$ cat config.mk
export PLATFORM = sky130hd
export DESIGN_NAME = keypad_code_lock
export DESIGN_NICKNAME = d
export VERILOG_FILES = /design/src/sv/kcl_pkg.sv /design/src/sv/kcl_in_stage.sv /design/src/sv/kcl_core.sv /design/src/sv/keypad_code_lock.sv
export SDC_FILE = /design/constraint.sdc
export NUM_CORES = 1
export LEC_CHECK = 0
export ABC_AREA = 1
export BUFFER_PORTS_ARGS = -buffer_cell sky130_fd_sc_hd__clkbuf_2
export CELL_PAD_IN_SITES_DETAIL_PLACEMENT = 1
export CELL_PAD_IN_SITES_GLOBAL_PLACEMENT = 2
export CORE_MARGIN = 2
export CORE_UTILIZATION = 35
export CTS_CLUSTER_SIZE = 28
export DETAILED_ROUTE_END_ITERATION = 8
export MAX_ROUTING_LAYER = met4
export PLACE_DENSITY = 0.9
export SKIP_CTS_REPAIR_TIMING = 1
export SYNTH_ARGS = -nofsm -noshare
export SYNTH_HDL_FRONTEND = slang
export SYNTH_SLANG_ARGS = --single-unit
export TNS_END_PERCENT = 50
$ cat constraint.sdc
create_clock -name clock -period 3.1 [get_ports clock]
set_clock_uncertainty 0.1 [all_clocks]
set_input_delay 0.62 -clock clock [delete_from_list [all_inputs] [get_ports clock]]
set_output_delay 0.62 -clock clock [all_outputs]
set_load 0.1 [all_outputs]
$ cat src/sv/kcl_pkg.sv
// kcl_pkg: types, codes and constants shared by the keypad code lock modules.
// No dependencies.
package kcl_pkg;

   localparam int CODE_DIGITS = 4;
   localparam int IDX_W       = (CODE_DIGITS > 1) ? $clog2(CODE_DIGITS) : 1;
   localparam int TICK_W      = 10;

   localparam logic [TICK_W-1:0] TIMEOUT_RESET = TICK_W'(60);
   localparam logic [TICK_W-1:0] TICK_MAX      = '1;
   localparam logic [IDX_W-1:0]  LAST_IDX      = IDX_W'(CODE_DIGITS - 1);

   localparam logic [3:0] KEY_DIGIT_MAX = 4'd9;
   localparam logic [3:0] KEY_STAR      = 4'd10;
   localparam logic [3:0] KEY_HASH      = 4'd11;

   localparam logic FUNC_KEY  = 1'b0;
   localparam logic FUNC_TICK = 1'b1;

   typedef enum logic [2:0] {
      EV_NONE         = 3'd0,
      EV_CORRECT      = 3'd1,
      EV_WRONG        = 3'd2,
      EV_CHANGED      = 3'd3,
      EV_INTERRUPTED  = 3'd4,
      EV_TIMEOUT      = 3'd5,
      EV_MODE_CHANGED = 3'd6,
      EV_RESTART      = 3'd7
   } event_type;

   typedef enum logic [1:0] {
      MODE_NORMAL  = 2'd0,
      MODE_VERIFY  = 2'd1,
      MODE_NEWCODE = 2'd2
   } mode_type;

   typedef logic [3:0] digit_type;
   typedef digit_type [CODE_DIGITS-1:0] code_type;

   typedef struct packed {
      logic       func;
      logic [3:0] key_code;
   } req_type;

   typedef struct packed {
      logic [2:0] event_res;
      logic [1:0] mode;
   } rsp_type;

   function automatic code_type default_code();
      code_type c;
      for (int i = 0; i < CODE_DIGITS; i++) begin
         c[i] = digit_type'((i + 1) % 10);
      end
      return c;
   endfunction

endpackage

$ cat src/sv/kcl_in_stage.sv
// kcl_in_stage: input register holding one key or tick transfer.
// Depends on kcl_pkg.
module kcl_in_stage (
   input  logic             clock,
   input  logic             reset,
   input  logic             req_valid,
   output logic             req_ready,
   input  kcl_pkg::req_type req_data,
   output logic             stg_valid,
   input  logic             stg_ready,
   output kcl_pkg::req_type stg_data
);
   import kcl_pkg::*;

   logic    valid_ff, valid_in;
   req_type data_ff, data_in;

   assign req_ready = !valid_ff || stg_ready;
   assign stg_valid = valid_ff;
   assign stg_data  = data_ff;

   always_comb begin
      valid_in = valid_ff;
      data_in  = data_ff;
      if (req_ready) begin
         valid_in = req_valid;
         if (req_valid) begin
            data_in = req_data;
         end
      end
   end

   always_ff @(posedge clock) begin
      if (reset) begin
         valid_ff <= 1'b0;
      end else begin
         valid_ff <= valid_in;
      end
      data_ff <= data_in;
   end

endmodule

$ cat src/sv/kcl_core.sv
// kcl_core: lock state, single-pass step logic and result register.
// Depends on kcl_pkg.
module kcl_core (
   input  logic                      clock,
   input  logic                      reset,
   input  logic                      stg_valid,
   output logic                      stg_ready,
   input  kcl_pkg::req_type          stg_data,
   input  logic [kcl_pkg::TICK_W-1:0] timeout_ticks,
   output logic                      rsp_valid,
   input  logic                      rsp_ready,
   output kcl_pkg::rsp_type          rsp_data
);
   import kcl_pkg::*;

   mode_type          mode_ff, mode_in;
   logic [IDX_W-1:0]  count_ff, count_in;
   code_type          entry_ff, entry_in;
   code_type          stored_ff, stored_in;
   logic [TICK_W-1:0] elapsed_ff, elapsed_in;
   logic              rsp_valid_ff, rsp_valid_in;
   rsp_type           rsp_data_ff, rsp_data_in;

   logic              fire;
   mode_type          cur_mode;
   event_type         ev;
   code_type          full_entry;
   logic              match;
   logic [TICK_W-1:0] elapsed_inc;

   assign stg_ready = !rsp_valid_ff || rsp_ready;
   assign fire      = stg_valid && stg_ready;
   assign rsp_valid = rsp_valid_ff;
   assign rsp_data  = rsp_data_ff;

   always_comb begin
      full_entry = entry_ff;
      full_entry[LAST_IDX] = stg_data.key_code;
      match = (full_entry == stored_ff);
   end

   assign elapsed_inc = (elapsed_ff == TICK_MAX) ? elapsed_ff : elapsed_ff + TICK_W'(1);

   always_comb begin
      case (mode_ff)
         MODE_VERIFY:  cur_mode = MODE_VERIFY;
         MODE_NEWCODE: cur_mode = MODE_NEWCODE;
         default:      cur_mode = MODE_NORMAL;
      endcase

      mode_in    = cur_mode;
      count_in   = count_ff;
      entry_in   = entry_ff;
      stored_in  = stored_ff;
      elapsed_in = elapsed_ff;
      ev         = EV_NONE;

      if (stg_data.func == FUNC_TICK) begin
         if (count_ff == '0) begin
            elapsed_in = '0;
         end else begin
            elapsed_in = elapsed_inc;
            if (elapsed_inc >= timeout_ticks) begin
               count_in   = '0;
               elapsed_in = '0;
               mode_in    = MODE_NORMAL;
               ev         = EV_TIMEOUT;
            end
         end
      end else if (stg_data.key_code <= KEY_DIGIT_MAX) begin
         entry_in[count_ff] = stg_data.key_code;
         if (count_ff != LAST_IDX) begin
            count_in = count_ff + IDX_W'(1);
         end else begin
            count_in   = '0;
            elapsed_in = '0;
            if (cur_mode == MODE_NEWCODE) begin
               stored_in = full_entry;
               mode_in   = MODE_NORMAL;
               ev        = EV_CHANGED;
            end else if (match) begin
               ev = EV_CORRECT;
               if (cur_mode == MODE_VERIFY) begin
                  mode_in = MODE_NEWCODE;
               end
            end else begin
               ev = EV_WRONG;
            end
         end
      end else if (stg_data.key_code == KEY_STAR || stg_data.key_code == KEY_HASH) begin
         count_in   = '0;
         elapsed_in = '0;
         case (cur_mode)
            MODE_NORMAL: begin
               if (stg_data.key_code == KEY_HASH) begin
                  ev = EV_INTERRUPTED;
               end else begin
                  ev      = EV_MODE_CHANGED;
                  mode_in = MODE_VERIFY;
               end
            end
            MODE_VERIFY: begin
               if (stg_data.key_code == KEY_HASH) begin
                  mode_in = MODE_NORMAL;
               end else begin
                  ev = EV_RESTART;
               end
            end
            default: begin
               mode_in = MODE_NORMAL;
            end
         endcase
      end

      rsp_data_in.event_res = ev;
      rsp_data_in.mode      = mode_in;

      rsp_valid_in = rsp_valid_ff;
      if (fire) begin
         rsp_valid_in = 1'b1;
      end else if (rsp_ready) begin
         rsp_valid_in = 1'b0;
      end
   end

   always_ff @(posedge clock) begin
      if (reset) begin
         mode_ff      <= MODE_NORMAL;
         count_ff     <= '0;
         stored_ff    <= default_code();
         elapsed_ff   <= '0;
         rsp_valid_ff <= 1'b0;
      end else begin
         rsp_valid_ff <= rsp_valid_in;
         if (fire) begin
            mode_ff    <= mode_in;
            count_ff   <= count_in;
            stored_ff  <= stored_in;
            elapsed_ff <= elapsed_in;
         end
      end
      if (fire) begin
         entry_ff    <= entry_in;
         rsp_data_ff <= rsp_data_in;
      end
   end

endmodule

$ cat src/sv/keypad_code_lock.sv
// keypad_code_lock: top level of the four-digit keypad code lock.
// Depends on kcl_pkg, kcl_in_stage and kcl_core.
//
//   channel  ports                         payload
//   req      req_valid/req_ready/req_data  req_type: func, key_code
//   rsp      rsp_valid/rsp_ready/rsp_data  rsp_type: event_res, mode
//   csr      csr_valid/csr_ready/csr_data  timeout_ticks, 10 bits
//
// One result per input transfer, one transfer per cycle sustained while rsp_ready stays high.
// Path: input register, then step logic into the result register.
// A stalled rsp backs up into the input register before req_ready drops.
// Synchronous reset restores code 1,2,3,4, normal mode and timeout 60; no clearing pass.
module keypad_code_lock (
   input  logic                       clock,
   input  logic                       reset,
   input  logic                       req_valid,
   output logic                       req_ready,
   input  kcl_pkg::req_type           req_data,
   output logic                       rsp_valid,
   input  logic                       rsp_ready,
   output kcl_pkg::rsp_type           rsp_data,
   input  logic                       csr_valid,
   output logic                       csr_ready,
   input  logic [kcl_pkg::TICK_W-1:0] csr_data
);
   import kcl_pkg::*;

   logic              stg_valid, stg_ready;
   req_type           stg_data;
   logic [TICK_W-1:0] timeout_ff, timeout_in;

   assign csr_ready  = 1'b1;
   assign timeout_in = (csr_valid && csr_ready) ? csr_data : timeout_ff;

   always_ff @(posedge clock) begin
      if (reset) begin
         timeout_ff <= TIMEOUT_RESET;
      end else begin
         timeout_ff <= timeout_in;
      end
   end

   kcl_in_stage u_in_stage (
      .clock     (clock),
      .reset     (reset),
      .req_valid (req_valid),
      .req_ready (req_ready),
      .req_data  (req_data),
      .stg_valid (stg_valid),
      .stg_ready (stg_ready),
      .stg_data  (stg_data)
   );

   kcl_core u_core (
      .clock         (clock),
      .reset         (reset),
      .stg_valid     (stg_valid),
      .stg_ready     (stg_ready),
      .stg_data      (stg_data),
      .timeout_ticks (timeout_ff),
      .rsp_valid     (rsp_valid),
      .rsp_ready     (rsp_ready),
      .rsp_data      (rsp_data)
   );

endmodule
Yosys cells after proc, flatten, opt, wreduce, memory -nomap -nowiden. Cells that the tools add are included.

Muxes and demuxes: 42. Multipliers: 0. $add $sub $neg: 2. Shifts and indexed selects: 0. Reduce and logical (&&, ||, !) cells: 16. Bitwise gates (word level): 2. Divide/modulo/power cells: 0. Equality and inequality tests: 12. Magnitude comparators: 4.

Operator list (count): 2-to-1 mux 10 bit (7); 2-to-1 mux 2 bit (19); 2-to-1 mux 3 bit (8); bitwise mux 16 bit (1); equality test 16 bit (1); adder 10 x 1 -> 10 bit, second input constant (1); equality test 10 bit, second input constant (1); >= comparator 10 bit (1); demux 4 bit (select 2 bit) (1); equality test 4 bit, second input constant (2); case mux 2 bit (2 select lines) (2); case mux 3 bit (2 select lines) (1); AND reduction 3 bit (2); AND reduction 5 bit (1); equality test 2 x 1 -> 1 bit, second input constant (2); equality test 2 bit, second input constant (2); <= comparator 4 bit, second input constant (1); zero test 2 bit (2); 2-to-1 mux 4 bit (1); != test 2 bit, second input constant (2); AND reduction 4 bit (1); logical OR 1 bit (3); < comparator 2 x 3 -> 1 bit, second input constant (1); != test 3 bit, second input constant (1); other kinds (10) (14).

Logic and storage cells: 96. Flip-flop bits (word level): 68. Memories kept: 0. Bits in latches: 0. Memory bits (writable): 0. ROM bits: 0. Output and inout port bits: 8.

Longest topological paths before layout. Gate-level depths: netlist of run 1.

Depth in word-level cells: 9. Gate-level depth with buffers: 22.

By module. Synthesis of run 1 repeated with hierarchy kept, for this count alone.

Cell total of the unflattened synthesis: 457. Area, all modules: 3494.6 µm².

Modules (own cells, without submodules): kcl_core (cells an instance 388, seq. area each 1131.1 µm², area an instance 2889.0 µm², instances 1); keypad_code_lock (cells an instance 58, seq. area each 200.2 µm², area an instance 407.9 µm², instances 1); kcl_in_stage (cells an instance 11, seq. area each 170.2 µm², area an instance 197.7 µm², instances 1).

Worst setup path after synthesis of run 1. No wires, ideal clock.

Path type: register to register. Start point: reg u_core.rsp_valid_ff, in the netlist u_core.rsp_valid. End point: reg u_in_stage.data_ff (netlist bit u_in_stage.stg_data[0]) (enable). Required time: 2734 ps. Library setup time: 266 ps. Cell stages (with the launch flop): 4. Data arrival time: 2422 ps. Slack: 311 ps. Cells stage by stage: dfxtp_1 > nand3_1 > nand2_1 > inv_1.

Longest elaborated chain between the ends: 4.

RTL lines: from (decl) (line kcl_core.sv:21) `logic rsp_valid_ff, rsp_valid_in;`; from (signal assigned) (line kcl_core.sv:134) `rsp_valid_ff <= rsp_valid_in;`; zero test 1 bit (line kcl_core.sv:31) `assign stg_ready = !rsp_valid_ff || rsp_ready;`; logical OR 1 bit (line kcl_core.sv:31); logical OR 1 bit (line kcl_in_stage.sv:18) `assign req_ready = !valid_ff || stg_ready;`; net req_ready (line keypad_code_lock.sv:17) `output logic req_ready,`; AND reduction 2 bit (no source line); to (signal assigned) (line kcl_in_stage.sv:39) `data_ff <= data_in;`; to (decl) (line kcl_in_stage.sv:16) `req_type data_ff, data_in;`.

The timed path passes the listed nets, and every way through them passes these cells. A chain may end at the register's enable or synchronous reset.

Worst setup path after layout of run 1.
Start point: reg u_core.elapsed_ff[1]. End point: reg u_core.elapsed_ff[4].

Longest elaborated chain between the ends: 6. Elaborated cells on any way between the ends: 7. Classes of those cells: 1 x add/sub; 1 x order compare; 1 x eq/ne; 4 x mux.

RTL lines: from (decl) (line kcl_core.sv:20) `logic [TICK_W-1:0] elapsed_ff, elapsed_in;`; from (signal assigned) (line kcl_core.sv:139) `elapsed_ff <= elapsed_in;`; adder 10 x 1 -> 10 bit or equality test 10 bit (tied branches) (line kcl_core.sv:42) `assign elapsed_inc = (elapsed_ff == TICK_MAX) ? elapsed_ff : elapsed_ff + TICK_W'(1);`; 2-to-1 mux 10 bit * (line kcl_core.sv:42); >= comparator 10 bit (line kcl_core.sv:63) `if (elapsed_inc >= timeout_ticks) begin`; 2-to-1 mux 10 bit * (line kcl_core.sv:63); 2-to-1 mux 10 bit * (line kcl_core.sv:59) `if (count_ff == '0) begin`; 2-to-1 mux 10 bit * (line kcl_core.sv:58) `if (stg_data.func == FUNC_TICK) begin`.

Every way passes the cells marked *; elsewhere a longest branch is shown, timed or not.

==> metrics.txt, run 1 <==
max-cap violations 0; Port Buf Inserts 26; first-pass iteration count of the detailed router 4; Syn-to-layout area delta 19.3%; CP max FO 10; pins over their slew limit 0; clock insertion delay at the later pin of the skew report 350 ps; final std cells w/o fill ~640; reg2reg start u_core.elapsed_ff[1]; Critical Path Start Type flop; Boundary Pins 28; Final Wtd Congestion 0.819; synthesized area 0.00346 sq mm; CP bufs+invs 3; Post-Syn Nets 509; Row Count 36; Initial Util 35.7%; DIE WIDTH just over 100 um; CP top delay family simple AND/OR/NAND/NOR gates; most frequent cell after synthesis nand2_1; Worst VDD drop between 0.00015 and 0.0002 V; WP data arrival between 3000 and 4000 ps; share of cells above drive strength 1 17.8%; Worst Path Required 3220 ps; gr ovfl total 0; number of global-route vias before repair a little over 3000; number of distinct library cells after synthesis 35; nets 545; yosys warns 0; WL/cell 13.3 um; Synth top area share 24.3%; async set-reset flop share out of synthesis 0%; Worst setup startpoint u_core.elapsed_ff[1]; routed wire length 8590 um; post-route ant nets 0; Synth Area per Inst about 7.4 sq um; initial antenna violation count 0; CP Class reg -> reg; Worst setup EP type flop; CTS Root Cell clkbuf_8; CTS H-tree lvls 3; Finished Core Util 42.6%; Starting DRT DRC Count 80; cell mode on critical path nand2_2; relative slew slack 49.9%; Sink Count 64; TritonCTS clock tree yes; Antenna diodes 0; placed cell count about 620; most frequent cells after synthesis nand2_1 (130), inv_1 (77), a21oi_1 (42), dfxtp_1 (42), nor2_1 (41); Static Leakage 1.95 nW; Crit-path slowest cell dfxtp_4; Worst-Margin Slew 751 ps; fin crit share 96.2%; TritonCTS buffer count 9; Via density 4.66; register area share after synthesis 43.4%; pwr dens approximately 450 mW/mm^2; ys flop type dfxtp_1; pin count of the biggest net entering global routing 31; worst path cell trace ha_4, nand2_2, inv_2, nand2_2, nor3b_4, nand2_2, nor2_4, o21a_1, inv_2, ha_4, nand2_4, nor2_2, nand3_2, nand4_1, clkinv_1, nand3_1, a21oi_1; core area ~0.0097 sq mm; final hold violation count 0; Post-synth EDFFs 22; Max Freq 335 MHz; area leader, netlist dfxtp_1; Final setup violation count 0; GRT Util Overall 17.1%; clock-pin slew on the worst setup and hold paths 70 ps; Post-Synthesis Cells 470; #FFs+latches synth 64; CP peak stage delay 380 ps; Via Count between 3000 and 4000; Final min period ~3000 ps; Detail Placement HPWL about 6100 um; run status completed; Hold WS 348 ps; Clock Path Buffers 2; HP Start req_data[3]; Die H between 100 and 150 um; Area contributors post-synth dfxtp_1 (24%), edfxtp_1 (19%), nand2_1 (14%); DRC errors left 0; worst hold path class in -> reg; die area 0.0107 sq mm; first-pass GRT wire length 13800 um; total power between 0.0015 and 0.002 W; FF-to-FF setup slack roughly 120 ps; setup TNS 0 ps
==> logic make-up (layout without fill, tap and decap cells) <==
family / count (synthesis) / after routing / share of synthesized area, %
simple gates: 209 / 210 / 25.5
buf+inv: 91 / 131 / 10.0
compound gates: 78 / 78 / 12.1
flops: 64 / 64 / 43.4
fa+ha+maj: 19 / 19 / 6.87
xor+xnor: 8 / 8 / 2.02
other cells: 1 / 1 / 0.108
==> cell type report <==
cell class | instances | area, sq um
clock inverter | 5 | 72.6
timing repair buffer | 34 | 190
fill | 1210 | 5560
tap | 133 | 166
clock buffer | 11 | 131
sequential | 64 | 1510
multi-input combinational | 316 | 1760
inverter | 81 | 304
==> worst reg2reg max path: cells and delay by family, from the launching register on <==
kind / cells / cell delay, ps
adders and majority gates: 2 / 410
AOI/OAI and AO/OA: 2 / 260
DFF: 1 / 380
buffers and inverters: 3 / 410
and+or+nand+nor: 10 / 1300
==> where the power goes <==
part           total [W]  switching [W]  internal (W)
clock           0.000780       0.000332      0.000447
sequential      0.000906      0.0000165      0.000890
combinational   0.000181       0.000129     0.0000520
==> layout by cell type, fill, tap and decap left out, types with 9 or more instances in the layout <==
cell type	netlist	final
a21oi_1	42	40
clkbuf_2	0	26
clkbuf_8	0	9
dfxtp_1	42	40
edfxtp_1	22	22
ha_1	19	15
inv_1	77	74
nand2_1	130	119
nand2_2	4	13
nand3_1	21	20
nor2_1	41	37
o21ai_0	25	24
==> state kept, by name (all words and copies together), names as in the netlist <==
name and cells:
u_core.stored_ff 16, u_core.count_ff 2, u_core.mode_ff 2, u_core.rsp_valid 1, u_in_stage.stg_valid 1, timeout_ff 10
u_in_stage.stg_data 5, u_core.elapsed_ff 10, u_core.entry_ff 12, u_core.rsp_data 5
==> path summary, 6_finish.rpt <==
path | end | cells past startpoint
max | u_core.elapsed_ff[4] | 17
min | u_in_stage.stg_data[3] | 1
max reg2reg | u_core.elapsed_ff[4] | 17
min reg2reg | u_core.stored_ff[15] | 2
==> stage by stage <==
| stage | setup WS, ps | cell area [sq um] |
|---|---|---|
| global placement | 189 | 3730 |
| finish | 118 | 4130 |
| floorplan | 311 | 3460 |
| global route | -62.7 | 4130 |
| CTS | 11.4 | 3930 |
| detailed placement | 66.6 | 3730 |
==> metal layers <==
| metal | up-vias | GRT usage, % | wire [um] | share of wire (%) |
|---|---|---|---|---|
| met4 | 0 | 6.68 | 139 | 1.6 |
| met3 | 13 | 2.62 | 136 | 1.6 |
| met2 | 19 | 29.2 | 4430 | 52 |
| li1 | 1554 | - | - | - |
| met1 | 1417 | 20.2 | 3890 | 45 |
| met5 | - | - | 0 | 0 |
(Power assumes the default switching activity.)
==> run 2: changes to the inputs <==
CELL_PAD_IN_SITES_DETAIL_PLACEMENT = 2   (was 1)
RECOVER_POWER = 50   (was unset)
==> run 2 against run 1 <==
Net effect:
- the run now ends with setup timing left
- global-route usage up 5.1 points
- fmax down 4.1%
- non-clock buffer count up 1
- final cell count up 0.16%
- register-to-register slack worse by 130 ps
- routed wire length up 36%
- flip-flop and latch count unchanged
- critical endpoint is now u_core.count_ff[1]
- largest cell class unchanged
==> metrics.txt, run 2 (synthesis results as in run 1) <==
Boundary Pins 28 (unchanged); Sink Count 64 (unchanged); max-cap violations 0 (unchanged); die area 0.0107 sq mm (unchanged); Via Count 3238 (+7.8%); CTS H-tree lvls 3 (unchanged); DRC errors left 0 (unchanged); DIE WIDTH 103 um (unchanged); Via density 5.02 (+7.7%); WP data arrival 3280 ps (+180 ps); number of global-route vias before repair 3423 (+12%); final hold violation count 0 (unchanged); CP peak stage delay 390 ps (about the same); worst hold path class in -> reg; CTS Root Cell clkbuf_8; fillers 1124 (-7.1%); fin crit share 100% (+4.1 points); GRT Util Overall 22.2% (+5.1 points); run status complete, but fails checks; worst path cell trace ha_4, nand2_2, inv_2, nand2_2, nor3b_4, nand2_2, nor2_4, nand2_4, nand2_1, ha_1, a21oi_1, o21ai_0, nand2_1, nand4_1, a21oi_1, buf_4, nor2_2, inv_1, nand2_1, inv_1, nor2_2; CP top delay family simple AND/OR/NAND/NOR gates; commonest cells after routing, fill and taps aside nand2_1 (123), inv_1 (76), a21oi_1 (40), dfxtp_1 (40), nor2_1 (37); Detail Placement HPWL 7740 um (+27%); pwr dens 437 mW/mm^2 (-3.3%); Regs by FF count u_core.stored_ff x16, u_core.entry_ff x12; Final min period 3110 ps (+128 ps); RSZ-0062 raised after global routing yes; Clk network pwr share 38.1% (-3.7 points); first-pass iteration count of the detailed router 4 (unchanged); Final Wtd Congestion 0.819 (unchanged); Final setup violation count 2 (+2); WL/cell 18.1 um (+36%); gr ovfl total 0 (unchanged); Die H 103 um (unchanged); TritonCTS buffer count 9 (unchanged); Biggest register u_core.stored_ff; Final Worst Setup Slack -10.4 ps (-128 ps); Antenna diodes 0 (unchanged); Critical Path Start Type flop; nets 546 (+0.18%); TritonCTS clock tree yes; share of cells above drive strength 1 17.2% (-0.62 points); Row Count 36 (unchanged); routed wire length 11700 um (+36%); clock insertion delay at the later pin of the skew report 360 ps (about the same); relative slew slack 48.7% (-1.2 points); core area 0.00968 sq mm (unchanged); sequential power share 51.2% (+2.6 points); Initial Util 35.7% (unchanged); Worst setup EP type flop; Worst Path Required 3270 ps (+50 ps); first-pass GRT wire length 17300 um (+25%); Hold WS 327 ps (-20.6 ps); clock-pin slew on the worst setup and hold paths 80 ps (about the same); Pint 0.00125 W (-10%); Worst-Margin Slew 769 ps (+18.2 ps); Starting DRT DRC Count 55 (-31%); pin count of the biggest net entering global routing 31 (unchanged); sw frac 29.7% (+4.1 points); Clock Path Buffers 2 (unchanged); Finished Core Util 41.9% (-0.74 points); initial antenna violation count 0 (unchanged); Largest register FFs 16 (unchanged); Psw 0.000527 W (+10%); CP bufs+invs 4 (+1); CP Class reg -> reg; Syn-to-layout area delta 17.2%; Worst VDD drop 0.000171 V (+4.6%); Comb power frac 10.6% (+0.9 points); Static Leakage 1.94 nW (-0.67%); Port Buf Inserts 26 (unchanged); pins over their slew limit 0 (unchanged); Max Freq 321 MHz (-4.1%); pre-CTS setup slack -136 ps (-202 ps); CP max FO 5 (-5); Crit-path slowest cell dfxtp_4; failing checks setup timing; commonest non-fill, non-tap cell in the layout nand2_1; post-route ant nets 0 (unchanged)
-- run 2: per-layer routing --
metal,GRT usage (%),share of wire [%],up-vias
li1,-,-,1562
met1,25.1,41,1606
met2,39.1,54,45
met3,3.23,2.5,25
met4,9.11,2.4,0
met5,-,0,-
-- run 2: worst paths after layout --
check	from	to	slack, ps	cells past startpoint
worst min register to register	u_core.stored_ff[11]	u_core.stored_ff[11]	390	2
worst max register to register	u_core.elapsed_ff[0]	u_core.count_ff[1]	-10	21
worst min-delay path	req_data[1]	u_in_stage.stg_data[1]	330	1
worst max-delay path	u_core.elapsed_ff[0]	u_core.count_ff[1]	-10	21
-- run 2: per-stage QoR --
step                      power (W)  TNS (ps)  cells  instance area (sq um)
final                       0.00177     -11.4    645                   4060
after global routing        0.00184     -2570    645                   4060
after CTS                   0.00178      -914    637                   3900
after detailed placement    0.00110      -191    621                   3730
after global placement      0.00109         0    621                   3730
after floorplan             0.00105         0    470                   3460
-- run 2: layout make-up --
cell class              instances  area (sq um)  area share (%)
multi-input cells             316          1700            41.9
inverters                      81           308            7.59
well taps                     133           166            4.10
clock buffers                  10           138            3.39
repair buffers                 35           201            4.96
clock inverters                 6          35.0           0.863
flip-flops and latches         64          1510            37.2
-- run 2: power by group through the flow --
stage	sequential [W]	clock (W)	combinational (W)
final	0.000909	0.000676	0.000188
after detailed placement	0.000929	0	0.000176
after CTS	0.000910	0.000687	0.000179
after global placement	0.000926	0	0.000163
after global routing	0.000911	0.000715	0.000209
after floorplan	0.000950	0	0.0000963
==> run 3: changes to the inputs <==
ABC_AREA = 0   (was 1)
CORE_UTILIZATION = 37   (was 35)
PLACE_DENSITY = 0.88   (was 0.9)
==> run 3 against run 2 <==
Net effect:
- the run still ends with setup timing left
- count of clock-buffer cells in the layout is 1 higher
- die area is 11% lower
- worst setup slack worse by 160 ps
- critical path depth is 9 lower
- combinational power is 4% higher
- via count is 11% lower
==> metrics.txt, run 3 <==
run status complete, but fails checks; failing checks setup timing; Static Leakage 1.64 nW (-15%); Port Buf Inserts 26 (unchanged); Regs by FF count u_core.stored_ff x16, u_core.entry_ff x12; area leader, netlist dfxtp_1; Row Count 34 (-5.6%); Worst setup EP type flop; Post-Syn Nets 381 (-25%); final std cells w/o fill 517 (-20%); commonest cells after routing, fill and taps aside nand2_1 (50), dfxtp_1 (40), buf_4 (33), a21oi_1 (26), clkbuf_2 (25); Syn-to-layout area delta 28.7%; multi-input logic area 0.00182 sq mm (+6.8%); TritonCTS clock tree yes; Sink Count 64 (unchanged); placed cell count 490 (-21%); Biggest register u_core.stored_ff; max-cap violations 0 (unchanged); CTS H-tree lvls 3 (unchanged); CP max FO 5 (unchanged); sw frac 30.1% (+0.35 points); DIE WIDTH 97.4 um (-5.9%); yosys warns 0 (unchanged); FF-to-FF setup slack -170 ps (-160 ps); setup TNS -1060 ps (-1050 ps); Final min period 3270 ps (+164 ps); Worst-Margin Slew 748 ps (-21.2 ps); routed wire length 12100 um (+3.8%); Hold Crit Endpoint u_in_stage.stg_data[0]; Antenna diodes 0 (unchanged); Final Wtd Congestion 0.881 (+7.5%); relative slew slack 50.1% (+1.5 points); number of distinct library cells after synthesis 49 (+40%); hold path depth 1 (unchanged); Pint 0.00127 W (+1.6%); Worst VDD drop 0.000259 V (+51%); fin crit share 106% (+5.3 points); pin count of the biggest net entering global routing 18 (-42%); Boundary Pins 28 (unchanged); CTS Root Cell clkbuf_8; RSZ-0062 raised after global routing yes; post-route ant nets 0 (unchanged); nets 443 (-19%); Synth Area per Inst 9.43 sq um (+28%); final hold violation count 0 (unchanged); pwr dens 436 mW/mm^2 (-0.20%); synthesized area 0.00323 sq mm (-6.8%); DRC errors left 0 (unchanged); fillers 898 (-20%); share of cells above drive strength 1 30.1% (+13 points); Starting DRT DRC Count 141 (+160%); Area contributors post-synth dfxtp_1 (26%), edfxtp_1 (20%), ha_1 (7.4%); #FFs+latches synth 64 (unchanged); WP data arrival 3410 ps (+130 ps); async set-reset flop share out of synthesis 0% (unchanged); initial antenna violation count 0 (unchanged); Max Freq 305 MHz (-5.0%); first-pass GRT wire length 16800 um (-3.0%); Largest register FFs 16 (unchanged); clock-pin slew on the worst setup and hold paths 90 ps (about the same); die area 0.00948 sq mm (-11%); Comb power frac 10.8% (+0.2 points); Clk network pwr share 39.1% (+1.0 points); ys flop type dfxtp_1; Critical Path Start Type flop; reg2reg path depth 12 (-43%); Finished Core Util 48.3% (+6.4 points); Post-Synthesis Cells 342 (-27%); pins over their slew limit 0 (unchanged); HP Start req_data[0]; Via Count 2891 (-11%); number of global-route vias before repair 3201 (-6.5%); reg2reg start u_core.elapsed_ff[3]; core area 0.00859 sq mm (-11%); Clock Path Buffers 2 (unchanged); clock insertion delay at the later pin of the skew report 370 ps (about the same); most frequent cell after synthesis nand2_1; commonest non-fill, non-tap cell in the layout nand2_1; Final setup violation count 15 (+13); CP Class reg -> reg; register area 0.00150 sq mm (-0.33%); GRT Util Overall 23.1% (+0.94 points); gr ovfl total 0 (unchanged); TritonCTS buffer count 9 (unchanged); Hold WS 320 ps (-7.10 ps); Initial Util 37.5% (+1.8 points); terminus of the critical flop-to-flop path u_core.count_ff[0]; Synth top area share 26.1% (+1.8 points); Psw 0.000545 W (+3.3%); sequential power share 50.1% (-1.1 points); register area share after synthesis 46.5% (+3.2 points); Die H 97.4 um (-5.9%); Via density 5.59 (+11%); Final Worst Setup Slack -175 ps (-164 ps); WL/cell 23.4 um (+30%); worst hold path class in -> reg; Worst Path Required 3240 ps (-30 ps); most frequent cells after synthesis nand2_1 (52), dfxtp_1 (42), a21oi_1 (29), nor2_1 (24), edfxtp_1 (22); Detail Placement HPWL 7320 um (-5.5%); Post-synth EDFFs 22 (unchanged); first-pass iteration count of the detailed router 5 (+1)
==> run 3: cell count changes in the layout (fill, tap and decap cells not counted), sizes merged, moves of 13 or more <==
cell	previous run	this run
nand2	136	52
inv	80	21
buf	9	38
o21ai	28	7
nor2	43	24
xnor2	5	20
a21oi	43	30
==> run 3: layout make-up <==
type | instances | share of cell area [%]
Clock buffer | 11 | 3.40
Clock inverter | 5 | 0.964
Inverter | 19 | 1.72
Multi-Input combinational cell | 245 | 43.7
Sequential cell | 64 | 36.2
Tap cell | 108 | 3.25
Timing Repair Buffer | 65 | 10.7
==> run 3: metrics by stage <==
step                setup WS, ps  instance area (sq um)  power (W)
floorplan                  -18.9                   3240    0.00104
global placement            40.4                   3660    0.00108
detailed placement          -156                   3660    0.00110
CTS                         -274                   3840    0.00178
global route                -275                   4150    0.00187
finish                      -175                   4150    0.00181
==> run 3: logic make-up (layout without fill, tap and decap cells) <==
group | count (synthesis) | after routing | share of synthesized area [%]
AOI/OAI and AO/OA | 68 | 68 | 13.7
muxes | 8 | 8 | 2.48
xor gates and xnor gates | 21 | 21 | 5.70
and+or+nand+nor | 128 | 128 | 20.0
buffers and inverters | 33 | 100 | 4.07
other | 1 | 1 | 0.116
DFF | 64 | 64 | 46.5
adders and majority gates | 19 | 19 | 7.37
==> run 3: worst max-delay path, stage by stage (launching register included) <==
cell      delay, ps
dfxtp_1         420
nand4_1         240
buf_4           210
nor3b_2         250
xor2_1          250
ha_1            300
inv_1            80
a211oi_1         50
or4b_4          550
o21ai_4         260
buf_4           180
a211oi_4         60
mux2i_1         170
==> run 3: layer usage <==
| metal | vias up | global-route usage, % | routed length [um] |
|---|---|---|---|
| met1 | 1464 | 24.5 | 4790 |
| met3 | 31 | 4.82 | 406 |
| met4 | 0 | 6.73 | 413 |
| li1 | 1321 | - | - |
| met5 | - | - | 0 |
| met2 | 75 | 43.1 | 6510 |
==> run 3: worst max-delay path by stage <==
stage                                    start  cells past startpoint                    to
after CTS                 u_core.elapsed_ff[1]                     13  u_core.elapsed_ff[7]
after global placement    u_core.elapsed_ff[0]                     12     u_core.mode_ff[1]
after global routing      u_core.elapsed_ff[3]                     12    u_core.count_ff[0]
final                     u_core.elapsed_ff[3]                     12    u_core.count_ff[0]
after floorplan           u_core.elapsed_ff[0]                     14  u_core.elapsed_ff[7]
after detailed placement  u_core.elapsed_ff[1]                     13  u_core.elapsed_ff[7]
==> run 3: power groups by stage <==
stage / clock network [W] / registers (W) / logic, W
after global routing: 0.000748 / 0.000910 / 0.000209
after global placement: 0 / 0.000924 / 0.000160
after CTS: 0.000702 / 0.000907 / 0.000173
after detailed placement: 0 / 0.000926 / 0.000170
final: 0.000708 / 0.000908 / 0.000195
after floorplan: 0 / 0.000949 / 0.0000905
